--- src/rtl/dlp_pkg.sv ---
// dlp_pkg: shared types and constants of the decimal list parser
// character classes, parser phases, register indexes, result and config records
// no dependencies
package dlp_pkg;

    localparam int VALUE_BITS_DEF  = 32;
    localparam int COUNT_BITS_DEF  = 16;
    localparam int QUEUE_DEPTH_DEF = 4;

    localparam logic [7:0] CH_ZERO  = 8'h00;
    localparam logic [7:0] CH_SPACE = 8'h20;
    localparam logic [7:0] CH_TAB   = 8'h09;
    localparam logic [7:0] CH_CR    = 8'h0D;
    localparam logic [7:0] CH_COMMA = 8'h2C;
    localparam logic [7:0] CH_SEMI  = 8'h3B;
    localparam logic [7:0] CH_DIG0  = 8'h30;
    localparam logic [7:0] CH_DIG9  = 8'h39;

    localparam logic [15:0] RST_MIN_COUNT = 16'd0;
    localparam logic [15:0] RST_MAX_COUNT = 16'hFFFF;
    localparam logic [31:0] RST_MIN_VALUE = 32'd0;
    localparam logic [31:0] RST_MAX_VALUE = 32'hFFFF_FFFF;

    typedef enum logic [2:0] {
        CL_DIGIT,
        CL_SPACE,
        CL_SEP,
        CL_ZERO,
        CL_OTHER
    } t_ch_class;

    typedef enum logic [1:0] {
        PH_START = 2'd0,
        PH_NUM   = 2'd1,
        PH_AFTER = 2'd2,
        PH_SEP   = 2'd3
    } t_phase;

    typedef enum logic [1:0] {
        REG_MIN_COUNT = 2'd0,
        REG_MAX_COUNT = 2'd1,
        REG_MIN_VALUE = 2'd2,
        REG_MAX_VALUE = 2'd3
    } t_reg_idx;

    typedef struct packed {
        t_ch_class  cls;
        logic [3:0] digit;
    } t_token;

    typedef struct packed {
        logic [15:0] min_count;
        logic [15:0] max_count;
        logic [31:0] min_value;
        logic [31:0] max_value;
    } t_cfg;

    typedef struct packed {
        logic [31:0] value;
        logic        value_valid;
        logic [15:0] index;
        logic        done_res;
        logic        fail;
        logic [15:0] total;
    } t_result;

endpackage

--- src/rtl/decimal_list_parser.sv ---
// decimal_list_parser: top level with register port, front, queue and back
// depends on dlp_pkg, dlp_front, dlp_queue, dlp_back
//
// usage:
//   input channel: one character per item on i_ch, handshake i_in_valid and
//   o_in_stall; output channel: o_out_valid and i_out_stall with the result
//   fields o_value, o_value_valid, o_index, o_done_res, o_fail, o_total.
//   a zero character ends a list and gives a done item with the count and
//   the fail flag; digits ended by space or separator give a value item.
//   registers min_count, max_count, min_value, max_value sit at byte
//   addresses 0, 4, 8, 12 of the apb port; pready is always high.
// timing:
//   an accepted character is queued and any result registered once the back
//   part pops it; one character per cycle is sustained while i_out_stall is
//   low; the digit loop's multiply-by-ten, add and compare are combinational.
// reset:
//   synchronous, active low; registers return to their reset values, the
//   queue empties and the parser returns to the start of a list.
// stall:
//   while the receiver stalls, the result holds; the queue keeps taking
//   characters until it is full, then o_in_stall rises.
module decimal_list_parser import dlp_pkg::*; #(
    parameter int VALUE_BITS  = VALUE_BITS_DEF,
    parameter int COUNT_BITS  = COUNT_BITS_DEF,
    parameter int QUEUE_DEPTH = QUEUE_DEPTH_DEF
) (
    input  logic        i_clk,
    input  logic        i_rst_n,
    input  logic        psel,
    input  logic        penable,
    input  logic        pwrite,
    input  logic [3:0]  paddr,
    input  logic [31:0] pwdata,
    output logic [31:0] prdata,
    output logic        pready,
    input  logic        i_in_valid,
    output logic        o_in_stall,
    input  logic [7:0]  i_ch,
    output logic        o_out_valid,
    input  logic        i_out_stall,
    output logic [31:0] o_value,
    output logic        o_value_valid,
    output logic [15:0] o_index,
    output logic        o_done_res,
    output logic        o_fail,
    output logic [15:0] o_total
);

    t_cfg    r_cfg;
    t_reg_idx reg_idx;
    logic    q_full;
    logic    q_empty;
    logic    push;
    logic    pop;
    t_token  tok_in;
    t_token  tok_out;
    t_result res;

    assign pready  = 1'b1;
    assign reg_idx = t_reg_idx'(paddr[3:2]);

    always_ff @(posedge i_clk) begin
        if (!i_rst_n) begin
            r_cfg.min_count <= RST_MIN_COUNT;
            r_cfg.max_count <= RST_MAX_COUNT;
            r_cfg.min_value <= RST_MIN_VALUE;
            r_cfg.max_value <= RST_MAX_VALUE;
        end else if (psel && penable && pwrite && pready) begin
            case (reg_idx)
                REG_MIN_COUNT: r_cfg.min_count <= pwdata[15:0];
                REG_MAX_COUNT: r_cfg.max_count <= pwdata[15:0];
                REG_MIN_VALUE: r_cfg.min_value <= pwdata;
                REG_MAX_VALUE: r_cfg.max_value <= pwdata;
                default: r_cfg <= r_cfg;
            endcase
        end
    end

    always_comb begin
        case (reg_idx)
            REG_MIN_COUNT: prdata = 32'(r_cfg.min_count);
            REG_MAX_COUNT: prdata = 32'(r_cfg.max_count);
            REG_MIN_VALUE: prdata = r_cfg.min_value;
            REG_MAX_VALUE: prdata = r_cfg.max_value;
            default:       prdata = '0;
        endcase
    end

    dlp_front u_front (
        .i_clk      (i_clk),
        .i_rst_n    (i_rst_n),
        .i_in_valid (i_in_valid),
        .i_ch       (i_ch),
        .i_q_full   (q_full),
        .o_in_stall (o_in_stall),
        .o_push     (push),
        .o_token    (tok_in)
    );

    dlp_queue #(
        .DEPTH (QUEUE_DEPTH)
    ) u_queue (
        .i_clk   (i_clk),
        .i_rst_n (i_rst_n),
        .i_push  (push),
        .i_token (tok_in),
        .i_pop   (pop),
        .o_token (tok_out),
        .o_full  (q_full),
        .o_empty (q_empty)
    );

    dlp_back #(
        .VALUE_BITS (VALUE_BITS),
        .COUNT_BITS (COUNT_BITS)
    ) u_back (
        .i_clk       (i_clk),
        .i_rst_n     (i_rst_n),
        .i_cfg       (r_cfg),
        .i_token     (tok_out),
        .i_q_empty   (q_empty),
        .i_out_stall (i_out_stall),
        .o_pop       (pop),
        .o_out_valid (o_out_valid),
        .o_res       (res)
    );

    assign o_value       = res.value;
    assign o_value_valid = res.value_valid;
    assign o_index       = res.index;
    assign o_done_res    = res.done_res;
    assign o_fail        = res.fail;
    assign o_total       = res.total;

`ifndef NO_ASSERTIONS
    a_pop_nonempty: assert property (@(posedge i_clk) disable iff (!i_rst_n)
        pop |-> !q_empty)
        else $error("token popped from empty queue");

    a_reset_clears_out: assert property (@(posedge i_clk)
        !i_rst_n |=> !o_out_valid)
        else $error("result valid right after reset");

    a_value_item_shape: assert property (@(posedge i_clk) disable iff (!i_rst_n)
        (o_out_valid && !o_done_res) |-> (o_value_valid && !o_fail && o_total == 16'd0))
        else $error("value item carries done fields");

    a_fail_only_done: assert property (@(posedge i_clk) disable iff (!i_rst_n)
        (o_out_valid && o_fail) |-> o_done_res)
        else $error("fail flag outside a done item");
`endif

endmodule

--- src/rtl/dlp_front.sv ---
// dlp_front: accepts characters and classifies them into tokens
// depends on dlp_pkg
module dlp_front import dlp_pkg::*; (
    input  logic       i_clk,
    input  logic       i_rst_n,
    input  logic       i_in_valid,
    input  logic [7:0] i_ch,
    input  logic       i_q_full,
    output logic       o_in_stall,
    output logic       o_push,
    output t_token     o_token
);

    t_token tok;

    always_comb begin
        tok.digit = 4'(i_ch - CH_DIG0);
        if (i_ch == CH_ZERO) begin
            tok.cls = CL_ZERO;
        end else if (i_ch >= CH_DIG0 && i_ch <= CH_DIG9) begin
            tok.cls = CL_DIGIT;
        end else if (i_ch == CH_SPACE || (i_ch >= CH_TAB && i_ch <= CH_CR)) begin
            tok.cls = CL_SPACE;
        end else if (i_ch == CH_COMMA || i_ch == CH_SEMI) begin
            tok.cls = CL_SEP;
        end else begin
            tok.cls = CL_OTHER;
        end
    end

    // hold off the sender while reset is applied
    logic r_live;

    always_ff @(posedge i_clk) begin
        if (!i_rst_n) begin
            r_live <= 1'b0;
        end else begin
            r_live <= 1'b1;
        end
    end

    assign o_in_stall = i_q_full || !r_live;
    assign o_push     = i_in_valid && !o_in_stall;
    assign o_token    = tok;

endmodule

--- src/rtl/dlp_queue.sv ---
// dlp_queue: short token queue between front and back
// depends on dlp_pkg
module dlp_queue import dlp_pkg::*; #(
    parameter int DEPTH = QUEUE_DEPTH_DEF
) (
    input  logic   i_clk,
    input  logic   i_rst_n,
    input  logic   i_push,
    input  t_token i_token,
    input  logic   i_pop,
    output t_token o_token,
    output logic   o_full,
    output logic   o_empty
);

    localparam int PW = (DEPTH > 1) ? $clog2(DEPTH) : 1;
    localparam int CW = $clog2(DEPTH + 1);
    localparam logic [PW-1:0] LAST = PW'(DEPTH - 1);
    localparam logic [CW-1:0] FULL = CW'(DEPTH);

    t_token        r_mem [DEPTH];
    logic [PW-1:0] r_wr, n_wr;
    logic [PW-1:0] r_rd, n_rd;
    logic [CW-1:0] r_cnt, n_cnt;

    always_comb begin
        n_wr  = r_wr;
        n_rd  = r_rd;
        n_cnt = r_cnt;
        if (i_push) begin
            n_wr = (r_wr == LAST) ? '0 : r_wr + 1'b1;
        end
        if (i_pop) begin
            n_rd = (r_rd == LAST) ? '0 : r_rd + 1'b1;
        end
        if (i_push && !i_pop) begin
            n_cnt = r_cnt + 1'b1;
        end else if (i_pop && !i_push) begin
            n_cnt = r_cnt - 1'b1;
        end
    end

    always_ff @(posedge i_clk) begin
        if (!i_rst_n) begin
            r_wr  <= '0;
            r_rd  <= '0;
            r_cnt <= '0;
        end else begin
            r_wr  <= n_wr;
            r_rd  <= n_rd;
            r_cnt <= n_cnt;
        end
    end

    always_ff @(posedge i_clk) begin
        if (i_push) begin
            r_mem[r_wr] <= i_token;
        end
    end

    assign o_token = r_mem[r_rd];
    assign o_full  = (r_cnt == FULL);
    assign o_empty = (r_cnt == '0);

endmodule

--- src/rtl/dlp_back.sv ---
// dlp_back: list parsing state machine and output register
// depends on dlp_pkg
module dlp_back import dlp_pkg::*; #(
    parameter int VALUE_BITS = VALUE_BITS_DEF,
    parameter int COUNT_BITS = COUNT_BITS_DEF
) (
    input  logic    i_clk,
    input  logic    i_rst_n,
    input  t_cfg    i_cfg,
    input  t_token  i_token,
    input  logic    i_q_empty,
    input  logic    i_out_stall,
    output logic    o_pop,
    output logic    o_out_valid,
    output t_result o_res
);

    localparam int AW = VALUE_BITS + 4;
    localparam int CW = (COUNT_BITS > 16) ? COUNT_BITS : 16;
    localparam logic [31:0]   VMASK = 32'((64'd1 << VALUE_BITS) - 64'd1);
    localparam logic [CW-1:0] CMASK = CW'((64'd1 << COUNT_BITS) - 64'd1);

    t_phase                r_phase, n_phase;
    logic [VALUE_BITS-1:0] r_acc, n_acc;
    logic [COUNT_BITS-1:0] r_cnt, n_cnt;
    logic                  r_err, n_err;
    logic                  r_out_valid;
    t_result               r_res;

    logic [31:0]           lim32;
    logic [AW-1:0]         vlimit;
    logic [CW-1:0]         climit;
    logic [AW-1:0]         acc_w;
    logic [AW-1:0]         prod;
    logic [AW-1:0]         dig_w;
    logic                  below_min;
    logic [COUNT_BITS-1:0] cnt_inc;
    logic                  emit;
    t_result               res;
    logic                  fail;

    always_comb begin
        lim32  = (i_cfg.max_value > VMASK) ? VMASK : i_cfg.max_value;
        vlimit = AW'(lim32[VALUE_BITS-1:0]);
        climit = (CW'(i_cfg.max_count) > CMASK) ? CMASK : CW'(i_cfg.max_count);
        acc_w  = AW'(r_acc);
        dig_w  = AW'(i_token.digit);
        prod   = (acc_w << 3) + (acc_w << 1) + dig_w;
        below_min = 32'(r_acc) < i_cfg.min_value;
        cnt_inc   = r_cnt + 1'b1;
    end

    assign o_pop = !i_q_empty && (!r_out_valid || !i_out_stall);

    always_comb begin
        n_phase = r_phase;
        n_acc   = r_acc;
        n_cnt   = r_cnt;
        n_err   = r_err;
        emit    = 1'b0;
        fail    = 1'b0;
        res     = '0;
        if (o_pop) begin
            if (i_token.cls == CL_ZERO) begin
                fail = r_err;
                if (!r_err && r_phase == PH_NUM) begin
                    if (below_min) begin
                        fail = 1'b1;
                    end else begin
                        res.value       = 32'(r_acc);
                        res.value_valid = 1'b1;
                        res.index       = 16'(r_cnt);
                        n_cnt           = cnt_inc;
                    end
                end else if (!r_err && r_phase == PH_SEP) begin
                    fail = 1'b1;
                end
                if (!fail && CW'(n_cnt) < CW'(i_cfg.min_count)) begin
                    fail = 1'b1;
                end
                emit         = 1'b1;
                res.done_res = 1'b1;
                res.fail     = fail;
                res.total    = 16'(n_cnt);
                // list over: back to the start for the next one
                n_phase = PH_START;
                n_acc   = '0;
                n_cnt   = '0;
                n_err   = 1'b0;
            end else if (!r_err) begin
                case (r_phase)
                    PH_NUM: begin
                        case (i_token.cls)
                            CL_DIGIT: begin
                                n_acc = prod[VALUE_BITS-1:0];
                                if (prod > vlimit) begin
                                    n_err = 1'b1;
                                end
                            end
                            CL_SPACE, CL_SEP: begin
                                if (below_min) begin
                                    n_err = 1'b1;
                                end else begin
                                    emit            = 1'b1;
                                    res.value       = 32'(r_acc);
                                    res.value_valid = 1'b1;
                                    res.index       = 16'(r_cnt);
                                    n_cnt           = cnt_inc;
                                    n_phase = (i_token.cls == CL_SEP) ? PH_SEP : PH_AFTER;
                                end
                            end
                            default: n_err = 1'b1;
                        endcase
                    end
                    PH_AFTER: begin
                        case (i_token.cls)
                            CL_SEP:   n_phase = PH_SEP;
                            CL_SPACE: n_phase = PH_AFTER;
                            default:  n_err = 1'b1;
                        endcase
                    end
                    default: begin
                        // start of list or after a separator: a number must begin
                        case (i_token.cls)
                            CL_DIGIT: begin
                                if (CW'(r_cnt) >= climit || dig_w > vlimit) begin
                                    n_err = 1'b1;
                                end else begin
                                    n_acc   = VALUE_BITS'(i_token.digit);
                                    n_phase = PH_NUM;
                                end
                            end
                            CL_SPACE: n_phase = r_phase;
                            default:  n_err = 1'b1;
                        endcase
                    end
                endcase
            end
        end
    end

    always_ff @(posedge i_clk) begin
        if (!i_rst_n) begin
            r_phase <= PH_START;
            r_acc   <= '0;
            r_cnt   <= '0;
            r_err   <= 1'b0;
        end else begin
            r_phase <= n_phase;
            r_acc   <= n_acc;
            r_cnt   <= n_cnt;
            r_err   <= n_err;
        end
    end

    always_ff @(posedge i_clk) begin
        if (!i_rst_n) begin
            r_out_valid <= 1'b0;
        end else if (emit) begin
            r_out_valid <= 1'b1;
        end else if (!i_out_stall) begin
            r_out_valid <= 1'b0;
        end
    end

    always_ff @(posedge i_clk) begin
        if (emit) begin
            r_res <= res;
        end
    end

    assign o_out_valid = r_out_valid;
    assign o_res       = r_res;

endmodule

--- config.mk ---
export PLATFORM = sky130hd
export DESIGN_NAME = decimal_list_parser
export DESIGN_NICKNAME = d
export VERILOG_FILES = /design/src/rtl/dlp_pkg.sv /design/src/rtl/decimal_list_parser.sv /design/src/rtl/dlp_front.sv /design/src/rtl/dlp_queue.sv /design/src/rtl/dlp_back.sv
export SDC_FILE = /design/constraint.sdc
export NUM_CORES = 1
export LEC_CHECK = 0
export ABC_AREA = 1
export BUFFER_PORTS_ARGS = -buffer_cell sky130_fd_sc_hd__clkbuf_2
export CORE_UTILIZATION = 40
export DETAILED_ROUTE_END_ITERATION = 10
export GPL_ROUTABILITY_DRIVEN = 1
export MAX_ROUTING_LAYER = met4
export SETUP_SLACK_MARGIN = 0.4
export SLEW_MARGIN = 20
export SYNTH_ARGS = -nofsm -noshare
export SYNTH_HDL_FRONTEND = slang
export SYNTH_HIERARCHICAL = 1
export SYNTH_SLANG_ARGS = --single-unit
--- constraint.sdc ---
create_clock -name i_clk -period 11 [get_ports i_clk]
set_clock_uncertainty 0.1 [all_clocks]
set_input_delay 0 -clock i_clk [delete_from_list [all_inputs] [get_ports i_clk]]
set_output_delay 0 -clock i_clk [all_outputs]
set_load 0.01 [all_outputs]
==> impl_results.md <==
* Worst Max-Slew Pin Slew at 0.9623 ns
* Peak supply drop at 0.1314 mV
* Synth Area in XOR/XNOR at 0.02347
* CP Data Required Time at 11.37 ns
* Fin crit period at 5.339 ns
* Antenna violations before repair at 0
* CP max-delay cell: dfxtp_1
* Ports at 153
* Met3 Use GR at 0.03141
* WL final at 48.92 mm
* Crit Path Max Fanout at 15
* Max Cap Viol at 0
* CTS Buf Count at 30
* DP Worst Slack at 5.761 ns
* Register area at 6016 µm²
* Layout cells sized above 1 at 0.1164
* Antenna Diode Count at 0
* Synth Area in Compound Gates at 0.1012
* PwrDens at 161.4 nW/µm²
* Setup violators final at 0
* Root buf cell: clkbuf_16
* Element type at the critical path end: flip-flop
* CORE AREA at 40010 µm²
* Busiest layer in global routing: met2
* Row Count at 73
* Final Max Tran Viols at 0
* Crit path top cell by count: nand2_1
* Worst skew pair latency at 0.58 ns
* GPL Wtd Cong at 0.9211
* Warnings from Yosys at 6
* Die ar. at 41600 µm²
* CTS clk-pin slew, worst paths at 0.06 ns
* Fin nets at 2580
* Initial Util at 0.4078
* Ys async rst share at 0
* Final Hold Viols at 0
* Vias per std cell at 5.137
* Vias in the first global route at 14250
* Multi-input logic area at 8672 µm²
* Period utilization at 0.4853
* Via count at 14920
* First-pass GRT wire length at 76.40 mm
* Synth Area in Adders at 0.1348
* Synth Area per Inst at 7.491 µm²
* Relative max-transition margin at 0.3570
* CTS sink cnt at 253
* Area Growth Syn to Fin at 16.26%
* Placed cell area at 17290 µm²
* Status: finished clean
* Remaining DRCs at 0
* Detailed Place HPWL at 35.71 mm
* Synth unique cells at 59
* Max Buffers Root-to-Sink at 3
* TritonCTS clock tree: built
* TNS Setup at 0 ns
* Met1 usage at 0.3258
* First-iteration detailed-routing DRC count at 1096
* Drt wl/cell at 16.85 µm
* Synthesized flop and latch total at 253
* Cell count after synthesis at 2178
* Die Y-Extent at 204.0 µm
* Design Area, Final at 18970 µm²
* Pre-antenna DRT Iters at 5
* Grt total ovfl at 0
* Syn nets at 2403
* Largest net degree at the start of global routing at 107
* Leak at 9.206 nW
* Simple-gate share of the synthesized area at 0.2709
* H-tree levels at 1
* Total GRT Usage at 0.2412
* Largest family of logic cells by synthesized area: simple AND/OR/NAND/NOR gates
* Worst path max stage delay at 0.66 ns
* Hold Crit Class: input pin to flip-flop
* Cell area after synthesis at 16320 µm²
* Buffer count from post-CTS setup fixing at 0
* Register area share after synthesis at 0.3687
* CP Class: flip-flop to flip-flop
* Setup ws final at 5.661 ns
* EDFF count, synth at 95
* Filler cells at 4017
* Unrepaired setup endpoints after global routing: no
* Dominant synthesized flop cell: dfxtp_1
* Highest clock rate at 0.1873 GHz
* Die Wd at 204.0 µm
* Startpoint Class: flip-flop
* Mux contribution to synthesized area at 0
* Routed Antenna Nets at 0
* # port buffers at 149
* Critical Path AT at 5.71 ns
* Grt met2 use at 0.3735
* # resized after CTS at 0
==> critical path: cells and delay by family (launching register included) <==
family                     cells  cell delay, ns
DFF                            1            0.66
AOI/OAI and AO/OA              7            1.08
and+or+nand+nor               16            1.45
buffers and inverters          1            0.23
adders and majority gates      4            1.39
xor gates and xnor gates       1            0.31
==> cells in the final DEF, fill, tap and decap left out, types with 36 or more instances in the layout <==
| master | Yosys | layout |
|---|---|---|
| a21oi_1 | 141 | 141 |
| clkbuf_2 | 1 | 148 |
| dfxtp_1 | 158 | 158 |
| dlygate4sd3_1 | 0 | 63 |
| edfxtp_1 | 95 | 95 |
| ha_1 | 171 | 171 |
| inv_1 | 288 | 288 |
| nand2_1 | 585 | 584 |
| nand3_1 | 134 | 134 |
| nor2_1 | 239 | 238 |
| o21ai_0 | 36 | 36 |
==> per-stage QoR <==
| stage | cells | hold WS [ns] | total power, mW | utilization |
|---|---|---|---|---|
| floorplan | 2178 | -0.07228 | 1.740 | - |
| global placement | 2784 | 0.06417 | 2.006 | 0.4321 |
| detailed placement | 2784 | 0.06596 | 2.026 | 0.4321 |
| CTS | 2903 | 0.002146 | 3.080 | 0.4734 |
| global route | 2904 | 0.01227 | 3.237 | 0.4741 |
| finish | 2904 | 0.03019 | 3.062 | 0.4741 |
==> kinds of logic (layout without fill, tap and decap cells) <==
group / count (synthesis) / count (layout)
AND/OR/NAND/NOR: 1056 / 1056
adder cells (fa/ha/maj): 174 / 174
buffers and inverters: 380 / 581
AO/OA/AOI/OAI: 272 / 272
other: 1 / 1
XOR/XNOR: 42 / 42
flip-flops: 253 / 253
==> path summary, 6_finish.rpt <==
path,from,endpoint,slack [ns],cells past startpoint
worst max-delay path,flip-flop,u_back/r_err,5.66,29
worst min-delay path,i_rst_n,u_front/r_live,0.03,2
worst max register to register,flip-flop,u_back/r_err,5.66,29
worst min register to register,r_cfg[66],r_cfg[66],0.39,2
==> flip-flops by register name (all words and copies together) (netlist names), 3 cells and up, named ones only <==
signal	cells
u_back/r_cnt	16
u_queue/r_mem	28
u_queue/r_cnt	3
u_back/r_acc	32
r_cfg	96
u_back/o_res	67
==> per-layer routing <==
layer | wire length [µm] | vias up
met5 | 0 | -
met4 | 1295 | 0
met3 | 2861 | 85
met2 | 21890 | 462
met1 | 22870 | 6943
li1 | - | 7429
==> power by group <==
group / internal, mW / total, mW / switching (mW)
registers: 1.09 / 1.17 / 0.0740
clock network: 0.620 / 1.03 / 0.409
logic: 0.266 / 0.866 / 0.600
total: 1.98 / 3.06 / 1.08
==> cells in the mapped netlist, types with 4 or more instances <==
| cell | count | area [µm²] |
|---|---|---|
| and3_1 | 5 | 31.28 |
| o21ai_1 | 10 | 50.05 |
| ha_1 | 171 | 2140 |
| a21oi_2 | 8 | 70.07 |
| xnor2_1 | 10 | 87.58 |
| nand2_2 | 14 | 87.58 |
| nor3_1 | 17 | 85.08 |
| a21oi_1 | 141 | 705.7 |
| o211ai_1 | 15 | 112.6 |
| o21bai_1 | 7 | 52.55 |
| clkbuf_1 | 17 | 63.81 |
| nand4_1 | 27 | 168.9 |
| nor2_4 | 7 | 78.83 |
| a31oi_1 | 4 | 25.02 |
| nor4_1 | 11 | 68.82 |
| o21a_1 | 4 | 30.03 |
| o21ai_0 | 36 | 180.2 |
| nand3_1 | 134 | 670.6 |
| edfxtp_1 | 95 | 2853 |
| nand2_1 | 585 | 2196 |
| buf_2 | 16 | 80.08 |
| buf_6 | 18 | 202.7 |
| a22o_1 | 16 | 140.1 |
| nor2_2 | 9 | 56.30 |
| a211oi_1 | 4 | 30.03 |
| dfxtp_1 | 158 | 3163 |
| buf_4 | 16 | 120.1 |
| inv_2 | 17 | 63.81 |
| nor2_1 | 239 | 897.1 |
| xor2_1 | 30 | 262.8 |
| buf_1 | 6 | 22.52 |
| inv_1 | 288 | 1081 |
| o22ai_1 | 7 | 43.79 |
==> layout make-up <==
type,instances,share of cell area
Multi-Input combinational cell,1545,0.4572
Sequential cell,253,0.3172
Timing Repair Buffer,219,0.07652
Inverter,306,0.06055
Clock buffer,42,0.04373
Tap cell,525,0.03463
Clock inverter,14,0.01022
==> timing repair <==
item / CTS / global route
endpoints found under the hold margin: 142 / 0
setup endpoints to repair: 0 / 0
hold buffers: 63 / 0
Note: power is estimated with default switching activity, not from simulation.
